File: config.mk
export PLATFORM = sky130hd
export DESIGN_NAME = ulbp_queue
export DESIGN_NICKNAME = d
export VERILOG_FILES = /design/src/sv/ulbp_pkg.sv /design/src/sv/ulbp_queue.sv
export SDC_FILE = /design/constraint.sdc
export NUM_CORES = 1
export LEC_CHECK = 0
export BUFFER_PORTS_ARGS = -buffer_cell sky130_fd_sc_hd__buf_4
export CORE_MARGIN = 2
export CORE_UTILIZATION = 40
export CTS_CLUSTER_DIAMETER = 100
export DETAILED_ROUTE_END_ITERATION = 10
export GPL_ROUTABILITY_DRIVEN = 0
export PLACE_DENSITY_LB_ADDON = 0.12
export SYNTH_ARGS = -nofsm -noshare
export SYNTH_HDL_FRONTEND = slang
export SYNTH_SLANG_ARGS = --single-unit
File: constraint.sdc
create_clock -name clk -period 3.21 [get_ports clk]
set_input_delay 0.1605 -clock clk [delete_from_list [all_inputs] [get_ports clk]]
set_output_delay 0.1605 -clock clk [all_outputs]
set_load 0.02 [all_outputs]
File: src/sv/ulbp_pkg.sv
`timescale 1ns / 1ps
// Shared types, constants and the uniform-pattern rank table of the LBP labeler.
package ulbp_pkg;

  localparam int MAX_WIDTH      = 1024;
  localparam int NEIGHBOUR_BITS = 8;
  localparam int CODE_COUNT     = 1 << NEIGHBOUR_BITS;
  localparam int MIN_DIM        = 3;

  localparam int PIXEL_W     = 8;
  localparam int LABEL_W     = 10;
  localparam int ROW_W       = 16;
  localparam int OUT_COL_W   = 10;
  localparam int CFG_WIDTH_W = 11;
  localparam int CFG_LIMIT_W = 4;
  localparam int CFG_DATA_W  = 16;
  localparam int CFG_INDEX_W = 2;

  localparam int IMAGE_WIDTH_RESET  = 640;
  localparam int IMAGE_HEIGHT_RESET = 480;
  localparam int LIMIT_RESET        = 2;

  localparam logic [CFG_INDEX_W-1:0] REG_IMAGE_WIDTH   = 2'd0;
  localparam logic [CFG_INDEX_W-1:0] REG_IMAGE_HEIGHT  = 2'd1;
  localparam logic [CFG_INDEX_W-1:0] REG_UNIFORM_LIMIT = 2'd2;

  // Transition counts are always even, so limits fall into five classes:
  // at most 0, 2, 4, 6 or 8 transitions.
  localparam int LIMIT_CLASSES = 5;
  localparam int CLASS_W       = 3;
  localparam int RANK_W        = 9;

  localparam int QUEUE_DEPTH = 4;
  localparam int COUNT_W     = $clog2(QUEUE_DEPTH + 1);

  // Result slots of one pixel, in emission order.
  localparam int SLOT_COUNT = 4;

  typedef logic signed [LABEL_W-1:0] label_t;
  typedef logic [RANK_W-1:0]         rank_t;
  typedef rank_t [LIMIT_CLASSES-1:0] rank_set_t;
  typedef rank_set_t [CODE_COUNT-1:0] rank_rom_t;
  typedef logic [CLASS_W-1:0]        class_t;
  typedef logic [SLOT_COUNT-1:0]     slot_mask_t;

  localparam label_t BORDER_LABEL = label_t'(-1);

  localparam slot_mask_t SLOT_CENTER    = 4'b0001;
  localparam slot_mask_t SLOT_EDGE      = 4'b0010;
  localparam slot_mask_t SLOT_BOTTOM    = 4'b0100;
  localparam slot_mask_t SLOT_BOT_EDGE  = 4'b1000;

  // One queued pixel: its code and the results it still has to produce.
  typedef struct packed {
    logic [NEIGHBOUR_BITS-1:0] code;
    logic                      interior;
    slot_mask_t                mask;
    logic [ROW_W-1:0]          row_up;
    logic [ROW_W-1:0]          row;
    logic [OUT_COL_W-1:0]      col_left;
    logic [OUT_COL_W-1:0]      col_last;
  } desc_t;

  function automatic rank_rom_t build_rank_rom();
    rank_rom_t rom;
    int rank;
    int trans;
    logic [NEIGHBOUR_BITS-1:0] c;
    logic [NEIGHBOUR_BITS-1:0] diff;
    for (int k = 0; k < LIMIT_CLASSES; k++) begin
      rank = 1;
      for (int code = 0; code < CODE_COUNT; code++) begin
        c = NEIGHBOUR_BITS'(code);
        diff = {c[NEIGHBOUR_BITS-2:0], c[NEIGHBOUR_BITS-1]} ^ c;
        trans = $countones(diff);
        if (trans <= 2 * k) begin
          rom[code][k] = RANK_W'(rank);
          rank++;
        end else begin
          rom[code][k] = '0;
        end
      end
    end
    return rom;
  endfunction

  localparam rank_rom_t RANK_ROM = build_rank_rom();

  function automatic class_t limit_class(input logic [CFG_LIMIT_W-1:0] limit);
    class_t cls;
    if (limit >= CFG_LIMIT_W'(2 * (LIMIT_CLASSES - 1))) begin
      cls = CLASS_W'(LIMIT_CLASSES - 1);
    end else begin
      cls = CLASS_W'(limit >> 1);
    end
    return cls;
  endfunction

endpackage

File: src/sv/ulbp_queue.sv
`timescale 1ns / 1ps
// Short descriptor queue between the code generator and the result sequencer.
module ulbp_queue (
  input  logic                          clk,
  input  logic                          rst,
  input  logic                          push,
  input  ulbp_pkg::desc_t               push_desc,
  input  logic                          pop,
  output ulbp_pkg::desc_t               head,
  output logic [ulbp_pkg::COUNT_W-1:0]  count
);

  localparam int PTR_W = $clog2(ulbp_pkg::QUEUE_DEPTH);

  ulbp_pkg::desc_t  entries [ulbp_pkg::QUEUE_DEPTH];
  logic [PTR_W-1:0] wr_ptr;
  logic [PTR_W-1:0] rd_ptr;

  function automatic logic [PTR_W-1:0] ptr_inc(input logic [PTR_W-1:0] p);
    logic [PTR_W-1:0] n;
    if (p == PTR_W'(ulbp_pkg::QUEUE_DEPTH - 1)) begin
      n = '0;
    end else begin
      n = p + PTR_W'(1);
    end
    return n;
  endfunction

  always_ff @(posedge clk) begin
    if (rst) begin
      wr_ptr <= '0;
      rd_ptr <= '0;
      count  <= '0;
    end else begin
      if (push) begin
        wr_ptr <= ptr_inc(wr_ptr);
      end
      if (pop) begin
        rd_ptr <= ptr_inc(rd_ptr);
      end
      count <= count + ulbp_pkg::COUNT_W'(push) - ulbp_pkg::COUNT_W'(pop);
    end
  end

  always_ff @(posedge clk) begin
    if (push) begin
      entries[wr_ptr] <= push_desc;
    end
  end

  assign head = entries[rd_ptr];

  a_no_overflow: assert property (@(posedge clk) disable iff (rst)
    !(push && !pop && (count == ulbp_pkg::COUNT_W'(ulbp_pkg::QUEUE_DEPTH))))
    else $error("descriptor queue overflow");

  a_no_underflow: assert property (@(posedge clk) disable iff (rst)
    pop |-> (count != '0))
    else $error("descriptor queue popped while empty");

endmodule

Yosys cells after proc, flatten, opt, wreduce, memory -nomap -nowiden:

Memory sizes are Yosys's and may differ from the RTL's. A register that Yosys moved wholly into a read port is not among the register bits.
Index checks and enable logic that the tools add are counted.

* register bits: 7
* input bits: 69
* memories: 1
* memory bits (writable): 260
* output and inout bits: 68
* word-level logic and storage cells: 16

* muxes and demuxes: 6
* add/sub/neg operators: 4
* equal/unequal tests: 2

Memory list
* entries: depth 4, bits a word 65, read ports 1, clocked after Yosys merged registers in 1, write ports 1, RTL line ulbp_queue.sv:15 `ulbp_pkg::desc_t entries [ulbp_pkg::QUEUE_DEPTH];`

Operators with widths (number)
* two-way mux 2 bit: 4
* adder 2 x 1 -> 2 bit (second input constant): 2
* == test 2 bit (second input constant): 2
* adder 3 x 1 -> 3 bit: 1
* subtractor 3 x 1 -> 3 bit: 1
* two-way mux 1 bit: 2

Logic depth before layout (Yosys ltp):

Gate-level depths: netlist of the first run.

* depth after elaboration: 4
* mapped depth: 8
* gate-level depth less buffers: 8

Worst setup path after synthesis of the first run:

Ideal clock, no wire load.

* path kind: register to register
* from: reg wr_ptr[0]
* to: mem entries[0][0] (netlist bit) (enable)
* data arrival time: 2066 ps
* slack: 714 ps
* period minus slack after synthesis: 2496 ps
* setup time: 430 ps
* required time: 2780 ps
* stages on the path, launching flop included: 4
* cells stage by stage: dfxtp_1 -> inv_1 -> ha_1 -> and2_1

RTL lines
* from (decl): RTL line ulbp_queue.sv:16 `logic [PTR_W-1:0] wr_ptr;`
* from (signal assigned): RTL line ulbp_queue.sv:36 `wr_ptr <= ptr_inc(wr_ptr);`
* to (decl): RTL line ulbp_queue.sv:15

Straight into the memory's write port.

==> results of run 1 <==
## area by class of cell
cell class	count	area share [%]
clock buffer	41	6.27
clock inverter	7	0.235
inverter	5	0.147
multi-input combinational	91	13.4
sequential	269	62.6
tap	324	3.17
timing repair buffer	210	14.2
## critical path, cell delays in order, from the launching register on
cell and delay [ns]:
dfxtp_4 0.73, buf_4 0.42, mux4_2 0.56, buf_4 0.18
## how the worst max path moves through the flow
stage                     cells past startpoint       endpoint  slack (ns)
after floorplan                               3  entries[0][0]        0.71
after detailed placement                      3       head[43]        1.08
final                                         3       head[23]        0.64
after global routing                          3       head[43]        0.43
after global placement                        3       head[43]        1.09
after CTS                                     3       head[43]        0.50
## cells by family (layout without fill, tap and decap cells)
logic type	after synthesis	after routing	synth area share (%)
compound gates	2	2	0.102
xor+xnor	1	1	0.228
fa+ha+maj	8	8	1.09
buf+inv	19	263	1.74
flops	269	269	81.0
mux	67	67	15.1
simple gates	13	13	0.774
## layer usage
metal  vias to the layer above  part of all wire [%]  global-route usage, %
li1                       2070                     -                      -
met1                      2373                    43                   18.4
met2                       125                    50                   24.8
met3                        31                   4.9                   3.26
met4                         2                   2.1                   3.33
met5                         -                 0.060                      0
## cell usage in the layout, fill, tap and decap left out
| master | synthesis | final |
|---|---|---|
| xnor3_1 | 1 | 1 |
| a21oi_1 | 2 | 2 |
| mux4_2 | 65 | 65 |
| dfxtp_1 | 9 | 7 |
| mux2i_1 | 2 | 2 |
| ha_1 | 7 | 7 |
| clkbuf_1 | 1 | 9 |
| fa_1 | 1 | 1 |
| clkinv_2 | 0 | 3 |
| nand2b_1 | 2 | 2 |
| buf_4 | 1 | 137 |
| buf_12 | 5 | 5 |
| clkbuf_8 | 0 | 3 |
| or3b_2 | 2 | 2 |
| edfxtp_1 | 260 | 260 |
| nor2_1 | 4 | 4 |
| dlygate4sd3_1 | 0 | 68 |
| clkinv_1 | 0 | 4 |
| and2_4 | 0 | 4 |
| clkbuf_16 | 0 | 29 |
| nor2b_1 | 1 | 1 |
| dfxtp_4 | 0 | 2 |
| inv_1 | 5 | 5 |
## where the power goes
part	total [mW]	switching, mW	internal [mW]
sequential	4.09	0.0800	4.01
combinational	0.874	0.418	0.455
clock	2.89	1.19	1.70
## state kept, by name, indices dropped and copies added (netlist names), named ones only
register	flops
rd_ptr	2
wr_ptr	2
count	3
entries	260
## metrics by stage
| stage | setup slack, ns | hold slack (ns) |
|---|---|---|
| floorplan | 0.714 | 0.227 |
| global placement | 1.09 | 0.359 |
| detailed placement | 1.08 | 0.364 |
| CTS | 0.501 | 0.342 |
| global route | 0.430 | 0.364 |
| finish | 0.640 | 0.375 |
## timing repair
item | 4_1_cts | 5_1_grt
hold buffers | 68 | 0
setup endpoints to repair | 0 | 0
hold endpoints to repair | 269 | 0
==> summary.txt, run 1 <==
Synth
  • Most numerous cell in the Yosys netlist: edfxtp_1
  • Post-synth EDFFs: 260
  • Post-Synthesis Cell Area: 9860 sq um
  • Synth Flop Type: edfxtp_1
  • Area leader, netlist: edfxtp_1
  • Post-synth top cells: edfxtp_1 (260), mux4_2 (65), dfxtp_1 (9), ha_1 (7), buf_2 (6)
  • Yosys reg bits: 269
  • Syn_nets: about 460
  • Sequential element share of the synthesized area: approximately four fifths
  • Yosys cell types: 19
  • Yosys synthesis warning count: 0
  • Avg Cell Area, Syn: roughly 26 sq um
  • Synth top area share: 79.2%
  • Synth Instances: 379
  • Top post-synthesis cells by area: edfxtp_1 (79%), mux4_2 (15%), dfxtp_1 (1.8%)
  • Asr flop ratio synth: 0%

STA
  • Final Hold Fails: 0
  • Max Clock Freq: 0.389 GHz
  • Final Skew: 0.0117 ns
  • Fin crit period: ~2.6 ns
  • Max-slew headroom: 28.8%
  • Setup violators final: 0
  • RSZ-0062 raised after global routing: false
  • Setup_tns: 0 ns
  • Final critical-path share of the clock period: 80.0%
  • Slew @ Worst Pin: 1.07 ns
  • Final Max Slew Viols: 0

CTS
  • Total CTS buffers: 28
  • Resized Gates After CTS: 0
  • Clk slew on worst S/H paths: 0.06 ns
  • Worst-Skew Late Latency: 0.52 ns
  • TritonCTS clock tree: done
  • Worst-case clock buffer depth: 3
  • Root Driver: clkbuf_16
  • H-tree Lvls: 1
  • Sink Count: 269
  • Setup bufs post-CTS: 0

Min path
  • Worst Hold End: entries[1][1]
  • Hold path cells: 2
  • Hold Path Class: in2reg
  • Hold Crit Start: push_desc[1]

GRT
  • First-pass GRT wire length: approximately 28000 microns
  • Antenna violations before repair: 1
  • Largest net degree at the start of global routing: 66
  • Gr ovfl total: 0
  • Vias in the first global route: 5024
  • Gr usage total: 14.3%

Setup path
  • Crit Reg-Reg Startpoint: wr_ptr[0]
  • Worst Path Max Fanout: 26
  • R2R cell count: 3
  • Kind of critical path: reg2out
  • CP endpoint kind: primary output
  • CP Data Arrival Time: 2.41 ns
  • Crit start category: flip-flop
  • Reg2reg setup slack: between 1 and 1.5 ns
  • Required @ worst endpoint: between 3 and 4 ns
  • R2r endpoint: entries[3][36]

Die
  • Die width: 161 microns
  • I/O Pins: 137
  • Die area: 25900 sq um
  • Row cnt: 57
  • Core area: around 24000 sq um
  • Die extent in y: 161 microns
  • Initial Util: 40.7%

Drt
  • Per-cell routed wire length: 19.4 microns
  • Pre-Repair DR Iteration Count: 4
  • Routed Antenna Nets: 0
  • Via density per instance: 4.86
  • Initial DRC Count: roughly 320
  • Routed wire length: 18300 microns
  • Total number of vias: 4601
  • Residual DRC count: 0

Pwr
  • PnR Total Power: roughly 8 mW
  • Leak: between 4 and 5 nW
  • PwrDens: 615 nW/um^2
  • VDD IR max: 0.471 mV

Place
  • Dpl cell area: 11300 sq um
  • Post-DP HPWL: 10500 microns
  • Cells after DPL: 831
  • Port Buf Inserts: 136

Final layout
  • Fill count: 1927
  • Final Non-Filler Cells: 947
  • Post-route cell area: 12800 sq um
  • NumNets Final: 682
  • Flip-flop and latch area: 8000 sq um
  • Final Util: 52.7%
  • Footprint of the multi-input gates: 1710 sq um
  • Layout cells sized above 1: 40.1%
  • Layout area overhead: 29.5%
  • Ant diodes: 0

Outcome
  • Status: finished clean

Run
  • Max_cap viols: 0
Power figures use the tool's default switching activity.
==> run 2, diff against run 1 <==
Settings changed: ABC_AREA from default to 1.
Clock period 3.21 ns to 2.6 ns, I/O delays scaled along.
==> summary.txt, run 2 <==
STA
  • Final Max Slew Viols: 0
  • Setup_tns: 0 ns
  • RSZ-0062 raised after global routing: false
  • Setup violators final: 0
  • Slew @ Worst Pin: 0.625 ns
  • Final Hold Fails: 0
  • Final Skew: 0.0145 ns
  • Max Clock Freq: 0.453 GHz
  • Max-slew headroom: 58.3%
  • Final critical-path share of the clock period: 84.9%
  • Fin crit period: 2.21 ns

CTS
  • Clk slew on worst S/H paths: 0.06 ns
  • Total CTS buffers: 29
  • H-tree Lvls: 1
  • TritonCTS clock tree: done
  • Sink Count: around 270
  • Hold_buf cts: 68
  • Setup bufs post-CTS: 0
  • Worst-case clock buffer depth: 3
  • Worst-Skew Late Latency: 0.53 ns
  • Resized Gates After CTS: 0
  • Root Driver: clkbuf_16

Final layout
  • Layout area overhead: 26.2%
  • Layout cells sized above 1: 26.1%
  • Fill count: around 2.3k
  • Biggest regs: entries x260, count x3
  • Commonest non-fill, non-tap cell in the layout: edfxtp_1
  • Final Util: between 50% and 60%
  • NumNets Final: 1100
  • Reg with most FFs: entries
  • Max FFs per register: 260
  • Most frequent cells in the layout: edfxtp_1 (260), buf_4 (144), inv_1 (141)

Die
  • Core area: 27000 sq um
  • Die extent in y: 170 microns
  • Die width: 170 microns
  • Initial Util: 40.9%
  • Die area: 29000 sq um
  • Row cnt: 60
  • I/O Pins: between 100 and 150

Synth
  • Post-Synthesis Cell Area: 11100 sq um
  • Top post-synthesis cells by area: edfxtp_1 (71%), o211ai_2 (7.4%), inv_1 (4.9%)
  • Post-synth top cells: edfxtp_1 (260), inv_1 (145), nand2_1 (139), o211ai_2 (65), a21oi_1 (58)
  • Asr flop ratio synth: 0%
  • Synth Instances: 815
  • Area leader, netlist: edfxtp_1
  • Sequential element share of the synthesized area: slightly above 70%
  • Post-synth EDFFs: 260
  • Yosys reg bits: 269
  • Most numerous cell in the Yosys netlist: edfxtp_1
  • Syn_nets: 892
  • Synth Flop Type: edfxtp_1
  • Yosys synthesis warning count: 0
  • Avg Cell Area, Syn: about 14 sq um
  • Yosys cell types: 17
  • Synth top area share: 70.6%

GRT
  • GR Util met3: 2.70%
  • Gr usage total: between 10 and 15%
  • Vias in the first global route: between 6k and 7k
  • First-pass GRT wire length: 33300 microns
  • Largest net degree at the start of global routing: 63
  • Antenna violations before repair: 1
  • Most Used Layer, Global Route: met2
  • Gr ovfl total: 0
  • GR Layer Usage met2: 24.0%
  • Grt met1 use: roughly 20%

Outcome
  • Status: finished clean

Drt
  • Routed wire length: slightly above 20000 microns
  • Via density per instance: 4.62
  • Pre-Repair DR Iteration Count: 6
  • Routed Antenna Nets: 0
  • Initial DRC Count: between 300 and 400
  • Per-cell routed wire length: 14.9 microns
  • Residual DRC count: 0
  • Total number of vias: around 6.4k

Pwr
  • PwrDens: ~720 nW/um^2
  • VDD IR max: 0.517 mV
  • Leak: between 5 and 6 nW
  • PnR Total Power: 10.1 mW

Setup path
  • CP endpoint kind: primary output
  • Worst Path Max Fanout: 47
  • CP Data Arrival Time: 2.08 ns
  • Crit start category: flip-flop
  • Required @ worst endpoint: 2.47 ns
  • Kind of critical path: reg2out

Place
  • Post-DP HPWL: 11800 microns
  • Port Buf Inserts: 136

Run
  • Max_cap viols: 0

Min path
  • Hold Path Class: in2reg
[run 2: final cells by class]
| type | instances | area, sq um | share of cell area, % |
|---|---|---|---|
| multi-input combinational | 358 | 2200 | 15.8 |
| tap | 341 | 427 | 3.06 |
| timing repair buffer | 220 | 1920 | 13.8 |
| clock inverter | 9 | 53.8 | 0.386 |
| antenna | 1 | 2.50 | 0.0179 |
| sequential | 269 | 8000 | 57.3 |
| inverter | 145 | 544 | 3.90 |
| clock buffer | 43 | 808 | 5.79 |
[run 2: cells by family after synthesis]
kind of cell | Yosys count | share of synthesized area [%]
fa+ha+maj | 8 | 0.974
flops | 269 | 72.3
compound gates | 201 | 13.9
buf+inv | 188 | 7.82
simple gates | 149 | 5.07
[run 2: worst paths after layout]
kind	startpoint	to	slack, ns	cells after the start
worst min-delay path	rst	count[1]	0.33	3
worst min register to register	rd_ptr[0]	flip-flop	0.50	2
worst max-delay path	flip-flop	head[25]	0.39	5
worst max register to register	count[0]	count[2]	0.97	10
[run 2: per-stage QoR]
step	worst slack, ns	cell area, sq um	std cells	hold slack [ns]
after floorplan	0.336	11100	815	0.197
after global placement	0.940	12400	1265	0.323
after detailed placement	0.924	12400	1265	0.327
after CTS	0.338	13900	1385	0.287
after global routing	0.221	14000	1386	0.318
final	0.393	14000	1386	0.329
[run 2: worst max-delay path: stages, from the launching register on]
cell,delay [ns]
dfxtp_4,0.75
buf_12,0.31
a21oi_1,0.10
o21ai_1,0.09
nand2_1,0.09
buf_4,0.17
[run 2: metal layers]
| metal | part of all wire [%] | up-vias |
|---|---|---|
| li1 | - | 3247 |
| met1 | 47 | 3011 |
| met2 | 47 | 114 |
| met3 | 4.5 | 27 |
| met4 | 1.6 | 0 |
| met5 | 0 | - |
[run 2: power breakdown]
part	total, mW	switching (mW)	internal, mW
sequential	5.05	0.0861	4.97
combinational	1.34	0.786	0.554
clock	3.69	1.55	2.14
total	10.1	2.42	7.66
